[src/rtl/core/utrb_pkg.sv]
`timescale 1ns / 1ps
// ----------------------------------------------------------------------------
// utrb_pkg
// Shared types and constants for the UART transmit/receive ring buffer block.
// ----------------------------------------------------------------------------
package utrb_pkg;

   localparam int LEVEL_W = 7;

   typedef enum logic [1:0] {
      REQ_PUT    = 2'd0,
      REQ_GET    = 2'd1,
      REQ_TICK   = 2'd2,
      REQ_ARRIVE = 2'd3
   } req_kind_type;

   typedef enum logic [1:0] {
      S_IDLE,
      S_EXEC,
      S_RESP
   } ctrl_state_type;

   typedef struct packed {
      logic capture;
      logic exec;
      logic load;
   } dp_cmd_type;

   typedef struct packed {
      logic rsp_busy;
   } dp_status_type;

endpackage

[src/rtl/core/utrb_ctrl.sv]
`timescale 1ns / 1ps
// ----------------------------------------------------------------------------
// utrb_ctrl
// Request sequencer: capture, execute against the rings, load the result.
// ----------------------------------------------------------------------------
module utrb_ctrl (
   input  logic                    clock,
   input  logic                    reset,
   input  logic                    req_valid,
   output logic                    req_stall,
   input  logic                    rsp_stall,
   input  utrb_pkg::dp_status_type status,
   output utrb_pkg::dp_cmd_type    cmd
);
   import utrb_pkg::*;

   ctrl_state_type state_ff;
   ctrl_state_type state_in;

   always_ff @(posedge clock) begin
      if (reset) begin
         state_ff <= S_IDLE;
      end else begin
         state_ff <= state_in;
      end
   end

   always_comb begin
      state_in  = state_ff;
      cmd       = '0;
      req_stall = 1'b1;
      case (state_ff)
         S_IDLE: begin
            req_stall = 1'b0;
            if (req_valid) begin
               cmd.capture = 1'b1;
               state_in    = S_EXEC;
            end
         end
         S_EXEC: begin
            cmd.exec = 1'b1;
            state_in = S_RESP;
         end
         S_RESP: begin
            if (!status.rsp_busy || !rsp_stall) begin
               cmd.load  = 1'b1;
               req_stall = 1'b0;
               if (req_valid) begin
                  cmd.capture = 1'b1;
                  state_in    = S_EXEC;
               end else begin
                  state_in = S_IDLE;
               end
            end
         end
         default: begin
            state_in = S_IDLE;
         end
      endcase
   end

endmodule

[src/rtl/core/utrb_dp.sv]
`timescale 1ns / 1ps
// ----------------------------------------------------------------------------
// utrb_dp
// Ring storage, pointers, flags and the result register.
// ----------------------------------------------------------------------------
module utrb_dp #(
   parameter int RX_DEPTH = 64,
   parameter int TX_DEPTH = 64
) (
   input  logic                      clock,
   input  logic                      reset,
   input  utrb_pkg::dp_cmd_type      cmd,
   output utrb_pkg::dp_status_type   status,
   input  logic [1:0]                req_type,
   input  logic [7:0]                req_data_byte,
   input  logic                      rsp_stall,
   output logic                      rsp_valid,
   output logic                      rsp_line_tx_valid,
   output logic [7:0]                rsp_line_tx_byte,
   output logic                      rsp_read_valid,
   output logic [7:0]                rsp_read_byte,
   output logic                      rsp_put_accepted,
   output logic                      rsp_sending,
   output logic                      rsp_received,
   output logic                      rsp_overrun,
   output logic [utrb_pkg::LEVEL_W-1:0] rsp_rx_level,
   output logic [utrb_pkg::LEVEL_W-1:0] rsp_tx_level
);
   import utrb_pkg::*;

   localparam int RX_AW = $clog2(RX_DEPTH);
   localparam int TX_AW = $clog2(TX_DEPTH);
   localparam int RX_CW = $clog2(RX_DEPTH + 1);
   localparam int TX_CW = $clog2(TX_DEPTH + 1);

   logic [7:0] rx_mem [RX_DEPTH];
   logic [7:0] tx_mem [TX_DEPTH];

   req_kind_type     kind_ff;
   logic [7:0]       data_ff;

   logic [RX_AW-1:0] rx_head_ff, rx_head_in;
   logic [RX_CW-1:0] rx_count_ff, rx_count_in;
   logic [TX_AW-1:0] tx_head_ff, tx_head_in;
   logic [TX_CW-1:0] tx_count_ff, tx_count_in;
   logic             busy_ff, busy_in;
   logic             got_ff, got_in;
   logic             ovr_ff, ovr_in;

   logic pend_txv_ff, pend_txv_in;
   logic pend_byp_ff, pend_byp_in;
   logic pend_rdv_ff, pend_rdv_in;
   logic pend_acc_ff, pend_acc_in;

   logic [7:0] tx_rd_ff;
   logic [7:0] rx_rd_ff;

   logic tx_we, rx_we;
   logic [TX_AW:0]   tx_sum;
   logic [RX_AW:0]   rx_sum;
   logic [TX_AW-1:0] tx_tail, tx_head_nxt;
   logic [RX_AW-1:0] rx_tail, rx_head_nxt;

   logic rsp_valid_ff;
   logic rsp_txv_ff, rsp_rdv_ff, rsp_acc_ff, rsp_busy_ff, rsp_got_ff, rsp_ovr_ff;
   logic [7:0] rsp_txb_ff, rsp_rdb_ff, rsp_txb_in, rsp_rdb_in;
   logic [LEVEL_W-1:0] rsp_rxl_ff, rsp_txl_ff;

   always_comb begin
      tx_sum = (TX_AW+1)'(tx_head_ff) + (TX_AW+1)'(tx_count_ff);
      rx_sum = (RX_AW+1)'(rx_head_ff) + (RX_AW+1)'(rx_count_ff);
      tx_tail = (tx_sum >= (TX_AW+1)'(TX_DEPTH)) ?
                TX_AW'(tx_sum - (TX_AW+1)'(TX_DEPTH)) : TX_AW'(tx_sum);
      rx_tail = (rx_sum >= (RX_AW+1)'(RX_DEPTH)) ?
                RX_AW'(rx_sum - (RX_AW+1)'(RX_DEPTH)) : RX_AW'(rx_sum);
      tx_head_nxt = (tx_head_ff == TX_AW'(TX_DEPTH - 1)) ? '0 : tx_head_ff + TX_AW'(1);
      rx_head_nxt = (rx_head_ff == RX_AW'(RX_DEPTH - 1)) ? '0 : rx_head_ff + RX_AW'(1);
   end

   always_comb begin
      rx_head_in  = rx_head_ff;
      rx_count_in = rx_count_ff;
      tx_head_in  = tx_head_ff;
      tx_count_in = tx_count_ff;
      busy_in     = busy_ff;
      got_in      = got_ff;
      ovr_in      = ovr_ff;
      pend_txv_in = 1'b0;
      pend_byp_in = 1'b0;
      pend_rdv_in = 1'b0;
      pend_acc_in = 1'b0;
      tx_we       = 1'b0;
      rx_we       = 1'b0;
      case (kind_ff)
         REQ_PUT: begin
            if (tx_count_ff < TX_CW'(TX_DEPTH)) begin
               tx_we       = 1'b1;
               pend_acc_in = 1'b1;
               if (!busy_ff) begin
                  busy_in     = 1'b1;
                  pend_txv_in = 1'b1;
                  pend_byp_in = (tx_count_ff == '0);
                  tx_head_in  = tx_head_nxt;
               end else begin
                  tx_count_in = tx_count_ff + TX_CW'(1);
               end
            end
         end
         REQ_GET: begin
            if (rx_count_ff != '0) begin
               pend_rdv_in = 1'b1;
               rx_head_in  = rx_head_nxt;
               rx_count_in = rx_count_ff - RX_CW'(1);
               if (rx_count_ff == RX_CW'(1)) begin
                  got_in = 1'b0;
               end
            end
         end
         REQ_TICK: begin
            if (tx_count_ff != '0) begin
               busy_in     = 1'b1;
               pend_txv_in = 1'b1;
               tx_head_in  = tx_head_nxt;
               tx_count_in = tx_count_ff - TX_CW'(1);
            end else begin
               busy_in = 1'b0;
            end
         end
         REQ_ARRIVE: begin
            got_in = 1'b1;
            if (rx_count_ff == RX_CW'(RX_DEPTH)) begin
               ovr_in = 1'b1;
            end else begin
               rx_we       = 1'b1;
               rx_count_in = rx_count_ff + RX_CW'(1);
            end
         end
         default: begin
         end
      endcase
   end

   always_ff @(posedge clock) begin
      if (cmd.capture) begin
         kind_ff <= req_kind_type'(req_type);
         data_ff <= req_data_byte;
      end
   end

   always_ff @(posedge clock) begin
      if (cmd.exec) begin
         tx_rd_ff <= tx_mem[tx_head_ff];
         rx_rd_ff <= rx_mem[rx_head_ff];
         if (tx_we) begin
            tx_mem[tx_tail] <= data_ff;
         end
         if (rx_we) begin
            rx_mem[rx_tail] <= data_ff;
         end
      end
   end

   always_ff @(posedge clock) begin
      if (reset) begin
         rx_head_ff  <= '0;
         rx_count_ff <= '0;
         tx_head_ff  <= '0;
         tx_count_ff <= '0;
         busy_ff     <= 1'b0;
         got_ff      <= 1'b0;
         ovr_ff      <= 1'b0;
         pend_txv_ff <= 1'b0;
         pend_byp_ff <= 1'b0;
         pend_rdv_ff <= 1'b0;
         pend_acc_ff <= 1'b0;
      end else if (cmd.exec) begin
         rx_head_ff  <= rx_head_in;
         rx_count_ff <= rx_count_in;
         tx_head_ff  <= tx_head_in;
         tx_count_ff <= tx_count_in;
         busy_ff     <= busy_in;
         got_ff      <= got_in;
         ovr_ff      <= ovr_in;
         pend_txv_ff <= pend_txv_in;
         pend_byp_ff <= pend_byp_in;
         pend_rdv_ff <= pend_rdv_in;
         pend_acc_ff <= pend_acc_in;
      end
   end

   // result beat
   assign rsp_txb_in = !pend_txv_ff ? 8'h00 : (pend_byp_ff ? data_ff : tx_rd_ff);
   assign rsp_rdb_in = pend_rdv_ff ? rx_rd_ff : 8'h00;

   always_ff @(posedge clock) begin
      if (reset) begin
         rsp_valid_ff <= 1'b0;
      end else if (cmd.load) begin
         rsp_valid_ff <= 1'b1;
      end else if (!rsp_stall) begin
         rsp_valid_ff <= 1'b0;
      end
   end

   always_ff @(posedge clock) begin
      if (cmd.load) begin
         rsp_txv_ff  <= pend_txv_ff;
         rsp_txb_ff  <= rsp_txb_in;
         rsp_rdv_ff  <= pend_rdv_ff;
         rsp_rdb_ff  <= rsp_rdb_in;
         rsp_acc_ff  <= pend_acc_ff;
         rsp_busy_ff <= busy_ff;
         rsp_got_ff  <= got_ff;
         rsp_ovr_ff  <= ovr_ff;
         rsp_rxl_ff  <= LEVEL_W'(rx_count_ff);
         rsp_txl_ff  <= LEVEL_W'(tx_count_ff);
      end
   end

   assign status.rsp_busy   = rsp_valid_ff;
   assign rsp_valid         = rsp_valid_ff;
   assign rsp_line_tx_valid = rsp_txv_ff;
   assign rsp_line_tx_byte  = rsp_txb_ff;
   assign rsp_read_valid    = rsp_rdv_ff;
   assign rsp_read_byte     = rsp_rdb_ff;
   assign rsp_put_accepted  = rsp_acc_ff;
   assign rsp_sending       = rsp_busy_ff;
   assign rsp_received      = rsp_got_ff;
   assign rsp_overrun       = rsp_ovr_ff;
   assign rsp_rx_level      = rsp_rxl_ff;
   assign rsp_tx_level      = rsp_txl_ff;

endmodule

[src/rtl/core/uart_tx_rx_ring_buffers_top.sv]
`timescale 1ns / 1ps
// ----------------------------------------------------------------------------
// uart_tx_rx_ring_buffers_top
// UART transmit and receive ring buffers driven by one request per beat.
// ----------------------------------------------------------------------------
// Sequencing: a request is captured on acceptance, executed against the rings
// with the ring memory read into registers, then loaded into the result
// register once no earlier beat is held by rsp_stall. New requests are taken
// when idle or as a result loads. Reset: rings empty, flags and pointers
// cleared, no result pending; ring contents are not cleared.
module uart_tx_rx_ring_buffers_top #(
   parameter int RX_DEPTH = 64,
   parameter int TX_DEPTH = 64
) (
   input  logic                         clock,
   input  logic                         reset,
   input  logic                         req_valid,
   output logic                         req_stall,
   input  logic [1:0]                   req_type,
   input  logic [7:0]                   req_data_byte,
   output logic                         rsp_valid,
   input  logic                         rsp_stall,
   output logic                         rsp_line_tx_valid,
   output logic [7:0]                   rsp_line_tx_byte,
   output logic                         rsp_read_valid,
   output logic [7:0]                   rsp_read_byte,
   output logic                         rsp_put_accepted,
   output logic                         rsp_sending,
   output logic                         rsp_received,
   output logic                         rsp_overrun,
   output logic [utrb_pkg::LEVEL_W-1:0] rsp_rx_level,
   output logic [utrb_pkg::LEVEL_W-1:0] rsp_tx_level
);
   import utrb_pkg::*;

   dp_cmd_type    cmd;
   dp_status_type status;

   utrb_ctrl u_ctrl (
      .clock     (clock),
      .reset     (reset),
      .req_valid (req_valid),
      .req_stall (req_stall),
      .rsp_stall (rsp_stall),
      .status    (status),
      .cmd       (cmd)
   );

   utrb_dp #(
      .RX_DEPTH (RX_DEPTH),
      .TX_DEPTH (TX_DEPTH)
   ) u_dp (
      .clock             (clock),
      .reset             (reset),
      .cmd               (cmd),
      .status            (status),
      .req_type          (req_type),
      .req_data_byte     (req_data_byte),
      .rsp_stall         (rsp_stall),
      .rsp_valid         (rsp_valid),
      .rsp_line_tx_valid (rsp_line_tx_valid),
      .rsp_line_tx_byte  (rsp_line_tx_byte),
      .rsp_read_valid    (rsp_read_valid),
      .rsp_read_byte     (rsp_read_byte),
      .rsp_put_accepted  (rsp_put_accepted),
      .rsp_sending       (rsp_sending),
      .rsp_received      (rsp_received),
      .rsp_overrun       (rsp_overrun),
      .rsp_rx_level      (rsp_rx_level),
      .rsp_tx_level      (rsp_tx_level)
   );

endmodule

[config.mk]
export PLATFORM = sky130hd
export DESIGN_NAME = uart_tx_rx_ring_buffers_top
export DESIGN_NICKNAME = d
export VERILOG_FILES = /design/src/rtl/core/utrb_pkg.sv /design/src/rtl/core/utrb_ctrl.sv /design/src/rtl/core/utrb_dp.sv /design/src/rtl/core/uart_tx_rx_ring_buffers_top.sv
export SDC_FILE = /design/constraint.sdc
export NUM_CORES = 1
export LEC_CHECK = 0
export BUFFER_PORTS_ARGS = -buffer_cell sky130_fd_sc_hd__buf_2
export CORE_ASPECT_RATIO = 1.1
export CORE_MARGIN = 1.5
export CORE_UTILIZATION = 50
export DETAILED_ROUTE_END_ITERATION = 8
export PLACE_DENSITY = 0.71
export SYNTH_ARGS = -nofsm -noshare
export SYNTH_HDL_FRONTEND = slang
export SYNTH_SLANG_ARGS = --single-unit
[constraint.sdc]
create_clock -name clock -period 2.89 [get_ports clock]
set_input_delay 0.1445 -clock clock [delete_from_list [all_inputs] [get_ports clock]]
set_output_delay 0.1445 -clock clock [all_outputs]
set_load 0.1 [all_outputs]
==> impl_metrics.toml, run 1 <==
[sta]
max_freq_mhz = 346
worst_slew_margin_rel_pct = 11.3
fin_crit_ns = 2.89
finalCritPeriodShare_pct = 99.9
fin_skew_ns = 0.0294
finalSetupViolCount = 0
fin_setup_tns_ns = 0
maxSlewViolCount = 0
rsz0062_at_grt = "false"
worst_slack_ns = 0.00174
hold_ws_ns = 0.0359
hold_viol = 0
tightest_slew_ns = 1.33

[yosys]
synth_edf_count = 1086
yosys.area.top_type = "edfxtp_1"
ys_warn_count = 0
syn_area_per_cell_sq_um = 19.8
yosys_most_used_dff = "edfxtp_1"
syn-instance-count = 2221
synth.most_common_cell = "edfxtp_1"
synth.area.top_cells = "edfxtp_1 (74%), mux4_2 (11%), nor2_1 (1.7%), dfxtp_1 (1.6%), mux2i_1 (1.2%)"
ys_seq_area_share_pct = 75.6
synth_top_area_share_pct = 74.0
synth-async-reset-ratio_pct = 0
ys_seq_elements = 1122
netlist_area_sq_um = 44100
ys_types = 57
syn_nets = 2259
ys_top_cells_by_count = "edfxtp_1 (1086), mux4_2 (224), nor2_1 (196), nand2_1 (55), mux2i_1 (51)"

[power_and_ir_drop]
ir_drop_mv = 0.553
power_leakage_nw = 16.2
power_density_nw_per_um2 = 640

[floorplan]
io_pins = 52
dieArea_sq_um = 89900
initial_core_util_pct = 50.3
fp.dieW_microns = 286
core-area_sq_um = 87600
die_h_microns = 314
fp-row-count = 114

[route]
remaining_drc_errors = 0
wire_per_inst_microns = 26.7
routed_wl_mm = 101
drt-pass1-iter-count = 6
drtAntennaViolNets = 0
vias = 22900
drt_iter0_markers = 2458
viasPerCell = 6.07

[setup_path]
r2r-start = "u_ctrl.state_ff[1]"
startpoint_type = "flop"
critPathKind = "flop to flop"
required_ns = 3.27
rr_worst_depth = 9
regToRegSetupSlack_ns = 0.002
cp.arrival_ns = 3.27
crit_fanout = 8
cp-end-kind = "flop"
r2r-end = "u_dp.rx_mem[1][0]"

[finish]
finalNetCount = 2567
n_fill_cell = 6308
diodes = 0
drive_above_1_share_pct = 27.6
multi_input_area_sq_um = 10000
ff_latch_area_sq_um = 33400
areaGrowthSynthToFinish_pct = 15.2

[cts]
clock_latency_ns = 0.69
htree_levels = 3
clk_path_buf_depth = 3
cts.clk_slew.worst_paths_ns = 0.06
cts_tree = "done"
cts_root_buf = "clkbuf_16"
cts_sinks = 1122
cts_buffers = 108

[run_status]
status = "finished clean"

[place]
dp_hpwl_mm = 63.9
dp_slack_ns = 0.104
gp_congestion = 0.925
io_buffers = 51

[job]
drv_cap = 0

[grt]
grt_usage_pct = 22.5
grt_start_max_net_pins = 84
antenna_found_initial = 2
grt_pass1_wl_mm = 149
first_global_vias = 23500
overflow = 0

[hold_path]
min_path_cells = 2
min_path_type = "primary input to flop"
hold_end = "u_dp.tx_count_ff[5]"
min_from = "reset"
## sequential cells by signal, summed over array words and instances, names as in the netlist, 2 cells and up
signal and flops:
u_dp.kind_ff 2, u_dp.rsp_rx_level 7, u_dp.tx_mem 512, u_dp.tx_head_ff 6, u_dp.tx_count_ff 7, u_dp.tx_rd_ff 8
u_dp.rsp_tx_level 7, u_dp.data_ff 8, u_dp.rx_head_ff 6, u_dp.rx_mem 512, u_dp.rx_count_ff 7, u_dp.rx_rd_ff 8
u_ctrl.state_ff 2, u_dp.rsp_line_tx_byte 8, u_dp.rsp_read_byte 8
## kinds of logic (layout without fill, tap and decap cells)
kind of cell	after synthesis	in the layout	share of synthesized area, %
buffers and inverters	126	520	1.64
xor gates and xnor gates	32	32	0.636
AOI/OAI and AO/OA	236	236	4.11
DFF	1122	1122	75.6
adders and majority gates	24	24	0.733
muxes	307	307	13.4
and+or+nand+nor	374	374	3.81
## power breakdown
group	leakage, nW	switching (mW)	internal, mW	total (mW)
sequential	10.1	0.0735	17.9	18.0
combinational	4.45	0.659	0.308	0.967
clock	1.66	5.95	7.62	13.6
## layer usage
metal / part of all wire [%] / vias up / routed length [microns] / global-route usage, %
li1: - / 9760 / - / -
met1: 40 / 11800 / 40500 / 30.8
met2: 48 / 1109 / 48600 / 36.4
met3: 7.2 / 221 / 7230 / 3.46
met4: 4.2 / 2 / 4230 / 9.27
met5: 0.0080 / - / 8 / 0
## area by class of cell
| cell class | instances | share of cell area [%] |
|---|---|---|
| clock buffers | 139 | 5.61 |
| repair buffers | 310 | 4.81 |
| well taps | 1160 | 2.86 |
| inverters | 14 | 0.104 |
| clock inverters | 57 | 1.13 |
| flip-flops and latches | 1122 | 65.7 |
| multi-input cells | 973 | 19.8 |
## worst max path at each step
stage                                   start            endpoint  slack, ns  cells past startpoint
after global routing       u_dp.rx_head_ff[0]  u_dp.rx_mem[51][2]      0.003                      9
after detailed placement   u_ctrl.state_ff[1]  u_dp.rx_mem[12][5]       0.10                      9
after CTS                  u_ctrl.state_ff[1]  u_dp.rx_mem[12][5]       0.06                      9
after floorplan           u_dp.rx_count_ff[0]  u_dp.rx_mem[59][0]       0.29                      8
after global placement     u_ctrl.state_ff[1]  u_dp.rx_mem[20][4]       0.11                      9
final                      u_ctrl.state_ff[1]   u_dp.rx_mem[1][0]      0.002                      9
## metrics by stage
step / util [%] / cell area, sq um / std cells / total power, mW
global placement: 53.9 / 47200 / 3565 / 19.2
finish: 58.0 / 50800 / 3775 / 32.5
detailed placement: 53.9 / 47200 / 3565 / 19.2
global route: 58.0 / 50800 / 3775 / 33.3
floorplan: - / 44100 / 2221 / 18.9
CTS: 57.9 / 50700 / 3772 / 32.6
## what timing repair did
item	CTS	global route
endpoints found under the hold margin	12	0
hold buffers	11	0
resized for setup	0	6
buffers inserted	0	3
setup endpoints to repair	0	95
## critical path, stage by stage (launching register included)
cell and delay (ns):
dfxtp_1 0.34, nand2b_1 0.32, buf_4 0.27, clkinv_1 0.19, nand2_1 0.18, a211oi_1 0.27
buf_4 0.17, nand2_1 0.35, nor2_1 0.29, buf_4 0.19
## cells in the final DEF, fill, tap and decap left out, types with 15 or more instances in the layout
| cell type | instances |
|---|---|
| nor3_1 | 15 |
| buf_12 | 17 |
| mux2i_1 | 51 |
| clkinv_1 | 21 |
| ha_1 | 21 |
| o221ai_1 | 18 |
| a21oi_1 | 26 |
| dfxtp_1 | 29 |
| and2_1 | 16 |
| xnor2_1 | 19 |
| mux4_2 | 224 |
| clkbuf_16 | 108 |
| a22oi_1 | 32 |
| nand2_1 | 51 |
| nor2_1 | 196 |
| nor2b_1 | 18 |
| nand3_1 | 39 |
| clkinv_2 | 19 |
| buf_2 | 51 |
| edfxtp_1 | 1086 |
| a22o_1 | 41 |
| clkbuf_1 | 28 |
| a221oi_1 | 34 |
| mux2_2 | 32 |
| buf_4 | 231 |
| a211o_1 | 15 |
Power figures use the tool's default switching activity.
==> run 2, diff against run 1 <==
--- a/config.mk
+++ b/config.mk
@@ -6,11 +6,14 @@
 export NUM_CORES = 1
 export LEC_CHECK = 0
 export BUFFER_PORTS_ARGS = -buffer_cell sky130_fd_sc_hd__buf_2
+export CELL_PAD_IN_SITES_DETAIL_PLACEMENT = 1
+export CELL_PAD_IN_SITES_GLOBAL_PLACEMENT = 2
 export CORE_ASPECT_RATIO = 1.1
 export CORE_MARGIN = 1.5
-export CORE_UTILIZATION = 50
+export CORE_UTILIZATION = 45
 export DETAILED_ROUTE_END_ITERATION = 8
-export PLACE_DENSITY = 0.71
+export PLACE_DENSITY = 0.78
+export SLEW_MARGIN = 10
 export SYNTH_ARGS = -nofsm -noshare
 export SYNTH_HDL_FRONTEND = slang
 export SYNTH_SLANG_ARGS = --single-unit
==> impl_metrics.toml, run 2 (same netlist as run 1, synthesis figures left out) <==
[run_status]
status = "finished clean"

[cts]
cts_sinks = 1122
cts_root_buf = "clkbuf_16"
cts_tree = "done"
clock_latency_ns = 0.69
htree_levels = 3
clk_path_buf_depth = 3
cts.clk_slew.worst_paths_ns = 0.06
cts_buffers = 114

[power_and_ir_drop]
internal-power_mw = 26.7
switchingPower_mw = 6.87
p_sw_share_pct = 20.5
pwr-share-comb_pct = 2.9
ir_drop_mv = 0.600
seq_power_share_pct = 53.5
power_density_nw_per_um2 = 653
power_leakage_nw = 16.4
p_clk_share_pct = 43.6

[setup_path]
r2r-end = "u_dp.tx_mem[31][1]"
cp-end-kind = "flop"
rr_worst_depth = 7
required_ns = 3.28
crit_fanout = 8
startpoint_type = "flop"
critPathKind = "flop to flop"
crit_path_start = "u_dp.kind_ff[1]"
r2r-start = "u_dp.kind_ff[1]"
regToRegSetupSlack_ns = 0.05
cp.arrival_ns = 3.23

[sta]
fin_crit_ns = 2.84
rsz0062_at_grt = "false"
max_freq_mhz = 352
maxSlewViolCount = 0
worst_slack_ns = 0.0458
worst_slew_margin_rel_pct = 33.4
finalSetupViolCount = 0
fin_skew_ns = 0.0276
hold_ws_ns = 0.0634
tightest_slew_ns = 0.995
fin_setup_tns_ns = 0
finalCritPeriodShare_pct = 98.4
hold_viol = 0

[grt]
antenna_found_initial = 0
overflow = 0
first_global_vias = 24300
grt_pass1_wl_mm = 161
grt_usage_pct = 21.9
grt_start_max_net_pins = 130

[hold_path]
min_path_type = "primary input to flop"
hold_end = "u_dp.kind_ff[1]"
min_path_cells = 2
min_from = "req_valid"

[place]
io_buffers = 51
gp_congestion = 0.831
dp_hpwl_mm = 69.3
dp_slack_ns = -0.0262

[finish]
ff_latch_area_sq_um = 33300
final_cell_mix = "edfxtp_1 (1086), mux4_2 (224), buf_4 (224)"
areaGrowthSynthToFinish_pct = 16.7
final_common_cell = "edfxtp_1"
multi_input_area_sq_um = 10100
n_fill_cell = 8593
diodes = 0
finalNetCount = 2577
drive_above_1_share_pct = 28.6
top_regs = "u_dp.rx_mem x512, u_dp.tx_mem x512"

[floorplan]
fp.dieW_microns = 301
fp-row-count = 120
io_pins = 52
dieArea_sq_um = 99800
initial_core_util_pct = 45.4
die_h_microns = 331
core-area_sq_um = 97100

[route]
viasPerCell = 5.81
drt-pass1-iter-count = 5
remaining_drc_errors = 0
drtAntennaViolNets = 0
routed_wl_mm = 108
drt_iter0_markers = 1839
vias = 22800
wire_per_inst_microns = 27.5

[job]
drv_cap = 0
run 2: cell count changes in the layout (fill, tap and decap cells not counted), sizes merged:
| cell | previous run | this run |
|---|---|---|
| inv | 15 | 17 |
| bufinv | 7 | 11 |
| clkinv | 45 | 49 |
| clkinvlp | 4 | 8 |
| buf | 299 | 301 |
| clkbuf | 139 | 143 |
| dlygate4sd3 | 11 | 13 |
run 2: worst max-delay path by stage:
stage | cells past startpoint | endpoint | slack (ns)
finish | 7 | u_dp.tx_mem[31][1] | 0.05
global route | 9 | u_dp.tx_mem[19][6] | 0.001
CTS | 8 | u_dp.rx_mem[49][2] | 0.07
detailed placement | 8 | u_dp.rx_mem[49][5] | -0.03
global placement | 7 | u_dp.rx_rd_ff[4] | 0.06
floorplan | 8 | u_dp.rx_mem[59][0] | 0.29
run 2: worst max-delay path: stages (launching register included):
cell and delay [ns]:
edfxtp_1 0.56, buf_4 0.24, or4_1 0.64, nor2_1 0.28, nand3_1 0.23, buf_4 0.25, nor2_1 0.13, buf_4 0.21
run 2: stage by stage:
step / std cells / power, mW / cell area [sq um] / utilization (%)
2_1_floorplan: 2221 / 18.9 / 44100 / -
3_3_place_gp: 3690 / 19.2 / 47500 / 48.9
3_5_place_dp: 3690 / 19.3 / 47500 / 48.9
4_1_cts: 3918 / 33.9 / 51400 / 52.9
5_1_grt: 3918 / 34.5 / 51400 / 52.9
6_report: 3918 / 33.6 / 51400 / 52.9
run 2: power by group through the flow:
| stage | Sequential, mW | Combinational (mW) | Clock (mW) |
|---|---|---|---|
| after floorplan | 18.5 | 0.402 | 0 |
| after global placement | 18.3 | 0.937 | 0 |
| after detailed placement | 18.3 | 0.983 | 0 |
| after CTS | 17.9 | 1.00 | 14.9 |
| after global routing | 17.9 | 1.06 | 15.4 |
| final | 18.0 | 0.991 | 14.6 |
run 2: metal layers:
layer  global-route usage [%]  routed length (microns)  up-vias
met4                     7.25                     3000        0
met5                        0                        0        -
met2                     36.9                    54100      710
met1                     29.4                    44900    12100
met3                     3.19                     5770      141
li1                         -                        -     9783
run 2: cell type report:
class / instances / area share [%]
repair buffers: 314 / 5.03
well taps: 1281 / 3.12
inverters: 14 / 0.102
clock buffers: 143 / 5.98
multi-input cells: 973 / 19.6
clock inverters: 71 / 1.31
flip-flops and latches: 1122 / 64.9
run 2: timing repair:
action / CTS / global route
hold buffers: 13 / 0
setup buffers: 1 / 0
endpoints found under the hold margin: 28 / 0
resized for setup: 1 / 12
setup endpoints to repair: 15 / 236
gates cloned: 0 / 0
==> run 3, diff against run 2 <==
--- a/config.mk
+++ b/config.mk
@@ -8,7 +8,6 @@
 export BUFFER_PORTS_ARGS = -buffer_cell sky130_fd_sc_hd__buf_2
 export CELL_PAD_IN_SITES_DETAIL_PLACEMENT = 1
 export CELL_PAD_IN_SITES_GLOBAL_PLACEMENT = 2
-export CORE_ASPECT_RATIO = 1.1
 export CORE_MARGIN = 1.5
 export CORE_UTILIZATION = 45
 export DETAILED_ROUTE_END_ITERATION = 8
@@ -16,4 +15,5 @@
 export SLEW_MARGIN = 10
 export SYNTH_ARGS = -nofsm -noshare
 export SYNTH_HDL_FRONTEND = slang
+export SYNTH_HIERARCHICAL = 1
 export SYNTH_SLANG_ARGS = --single-unit
==> impl_metrics.toml, run 3 <==
[run_status]
status = "complete, but fails checks"
violations = "DRC"

[sta]
worst_slew_margin_rel_pct = 22.6
hold_ws_ns = 0.175
fin_skew_ns = 0.0259
fin_crit_ns = 2.84
rsz0062_at_grt = "true"
fin_setup_tns_ns = 0
worst_slack_ns = 0.0481
max_freq_mhz = 352
maxSlewViolCount = 0
tightest_slew_ns = 1.16
hold_viol = 0
finalSetupViolCount = 0
finalCritPeriodShare_pct = 98.3

[floorplan]
core-area_sq_um = 96900
die_h_microns = 316
io_pins = 52
fp-row-count = 114
initial_core_util_pct = 45.5
fp.dieW_microns = 316
dieArea_sq_um = 99900

[finish]
final_cell_mix = "edfxtp_1 (1086), buf_4 (264), mux4_2 (225)"
drive_above_1_share_pct = 28.8
fin_cells = 3940
fin_util_pct = 53.2
top_regs = "u_dp/rx_mem x512, u_dp/tx_mem x512"
diodes = 0
areaGrowthSynthToFinish_pct = 16.8
finalInstanceArea_sq_um = 51500
final_common_cell = "edfxtp_1"
finalNetCount = 2605

[yosys]
netlist_area_sq_um = 44100
synth.area.top_cells = "edfxtp_1 (74%), mux4_2 (11%), nor2_1 (1.6%), dfxtp_1 (1.6%), mux2i_1 (1.2%)"
ys_top_cells_by_count = "edfxtp_1 (1086), mux4_2 (225), nor2_1 (193), nand2_1 (64), a22oi_1 (55)"
synth.most_common_cell = "edfxtp_1"
ys_warn_count = 6
syn_nets = 2248
syn_area_per_cell_sq_um = 19.9
ys_types = 68
synth_edf_count = 1086
synth-async-reset-ratio_pct = 0
yosys.area.top_type = "edfxtp_1"
ys_seq_elements = 1122
synth_top_area_share_pct = 74.0
syn-instance-count = 2210
yosys_most_used_dff = "edfxtp_1"
ys_seq_area_share_pct = 75.6

[place]
io_buffers = 51
dp_slack_ns = 0.0115
placedCellCount = 3714
place_area_sq_um = 47700
gp_congestion = 0.848
dp_hpwl_mm = 76.1

[route]
wire_per_inst_microns = 29.4
viasPerCell = 5.90
routed_wl_mm = 116
vias = 23300
drt_iter0_markers = 2004
drt-pass1-iter-count = 6
drtAntennaViolNets = 0
remaining_drc_errors = 4

[setup_path]
required_ns = 3.28
r2r-start = "u_dp/rx_head_ff[0]"
crit_fanout = 8
slowest_delay_ns = 0.44
rr_worst_depth = 9
crit_chain = "ha_1, fa_1, a21o_1, a21oi_1, xnor2_1, nor2_1, nand2_1, nor2_1, buf_4"
cp-end-kind = "flop"
cpMostUsedCell = "nor2_1"
startpoint_type = "flop"
r2r-end = "u_dp/rx_mem[39][7]"
crit_path_top_delay_cell = "fa_1"
cp.arrival_ns = 3.23
critPathKind = "flop to flop"
regToRegSetupSlack_ns = 0.05

[power_and_ir_drop]
p_sw_share_pct = 20.8
seq_power_share_pct = 53.7
switchingPower_mw = 6.95
power_leakage_nw = 16.5
power_density_nw_per_um2 = 650
ir_drop_mv = 0.667
internal-power_mw = 26.5
total_power_mw = 33.5
p_clk_share_pct = 43.3
pwr-share-comb_pct = 3.0

[cts]
htree_levels = 3
post_cts_buffers = 0
cts.clk_slew.worst_paths_ns = 0.06
clk_path_buf_depth = 3
cts_buffers = 112
clock_latency_ns = 0.70
cts_sinks = 1122
cts_tree = "done"
cts_root_buf = "clkbuf_16"

[hold_path]
min_from = "req_data_byte[1]"
min_path_type = "primary input to flop"
min_path_cells = 2
hold_end = "u_dp/data_ff[1]"

[grt]
grt_start_max_net_pins = 96
grt_pass1_wl_mm = 171
first_global_vias = 24900
overflow = 0
antenna_found_initial = 3
grt_usage_pct = 23.6

[job]
drv_cap = 0
[run 3: layout make-up]
class | instances | area (sq um)
Sequential cell | 1122 | 33300
Clock buffer | 134 | 2930
Clock inverter | 77 | 731
Tap cell | 1276 | 1600
Timing Repair Buffer | 348 | 2750
Inverter | 14 | 52.6
Multi-Input combinational cell | 969 | 10100
Fill cell | 8635 | 45300
[run 3: layer usage]
metal / global-route usage [%] / up-vias / share of wire (%)
met5: 0 / - / 0.0086
met4: 7.93 / 2 / 3.2
met3: 2.80 / 187 / 4.9
met2: 39.4 / 772 / 50
met1: 32.6 / 12400 / 42
li1: - / 9845 / -
[run 3: cells by family (layout without fill, tap and decap cells)]
logic type,count (synthesis),after routing,share of synthesized area (%)
muxes,296,296,13.4
adders and majority gates,24,24,0.732
and+or+nand+nor,375,375,3.88
DFF,1122,1122,75.6
xor gates and xnor gates,29,29,0.576
AOI/OAI and AO/OA,245,245,4.21
buffers and inverters,119,573,1.59
[run 3: worst max-delay path by stage]
stage	from	end	cells after the start
floorplan	u_dp/rx_count_ff[0]	u_dp/rx_mem[58][0]	8
global route	u_dp/rx_head_ff[0]	u_dp/rx_mem[39][6]	9
finish	u_dp/rx_head_ff[0]	u_dp/rx_mem[39][7]	9
global placement	u_dp/tx_head_ff[0]	u_dp/tx_rd_ff[2]	7
CTS	u_dp/tx_head_ff[0]	u_dp/tx_rd_ff[2]	7
detailed placement	u_dp/tx_head_ff[0]	u_dp/tx_rd_ff[2]	7
[run 3: power by group through the flow]
stage	clock, mW	combinational (mW)	sequential, mW
CTS	14.7	1.02	18.0
global placement	0	0.966	18.3
finish	14.5	1.01	18.0
global route	15.3	1.07	18.0
floorplan	0	0.391	18.5
detailed placement	0	1.00	18.3
[run 3: critical path, delay by kind of cell, from the launching register on]
family	cells	cell delay [ns]
buffers and inverters	1	0.21
adder cells (fa/ha/maj)	2	0.66
flip-flops	1	0.35
AND/OR/NAND/NOR	3	0.68
AO/OA/AOI/OAI	2	0.51
XOR/XNOR	1	0.13
[run 3: repair_timing]
action,4_1_cts,5_1_grt
hold buffers,15,0
resized for setup,1,9
hold endpoints to repair,23,0
gates cloned,0,0
setup endpoints to repair,1,570
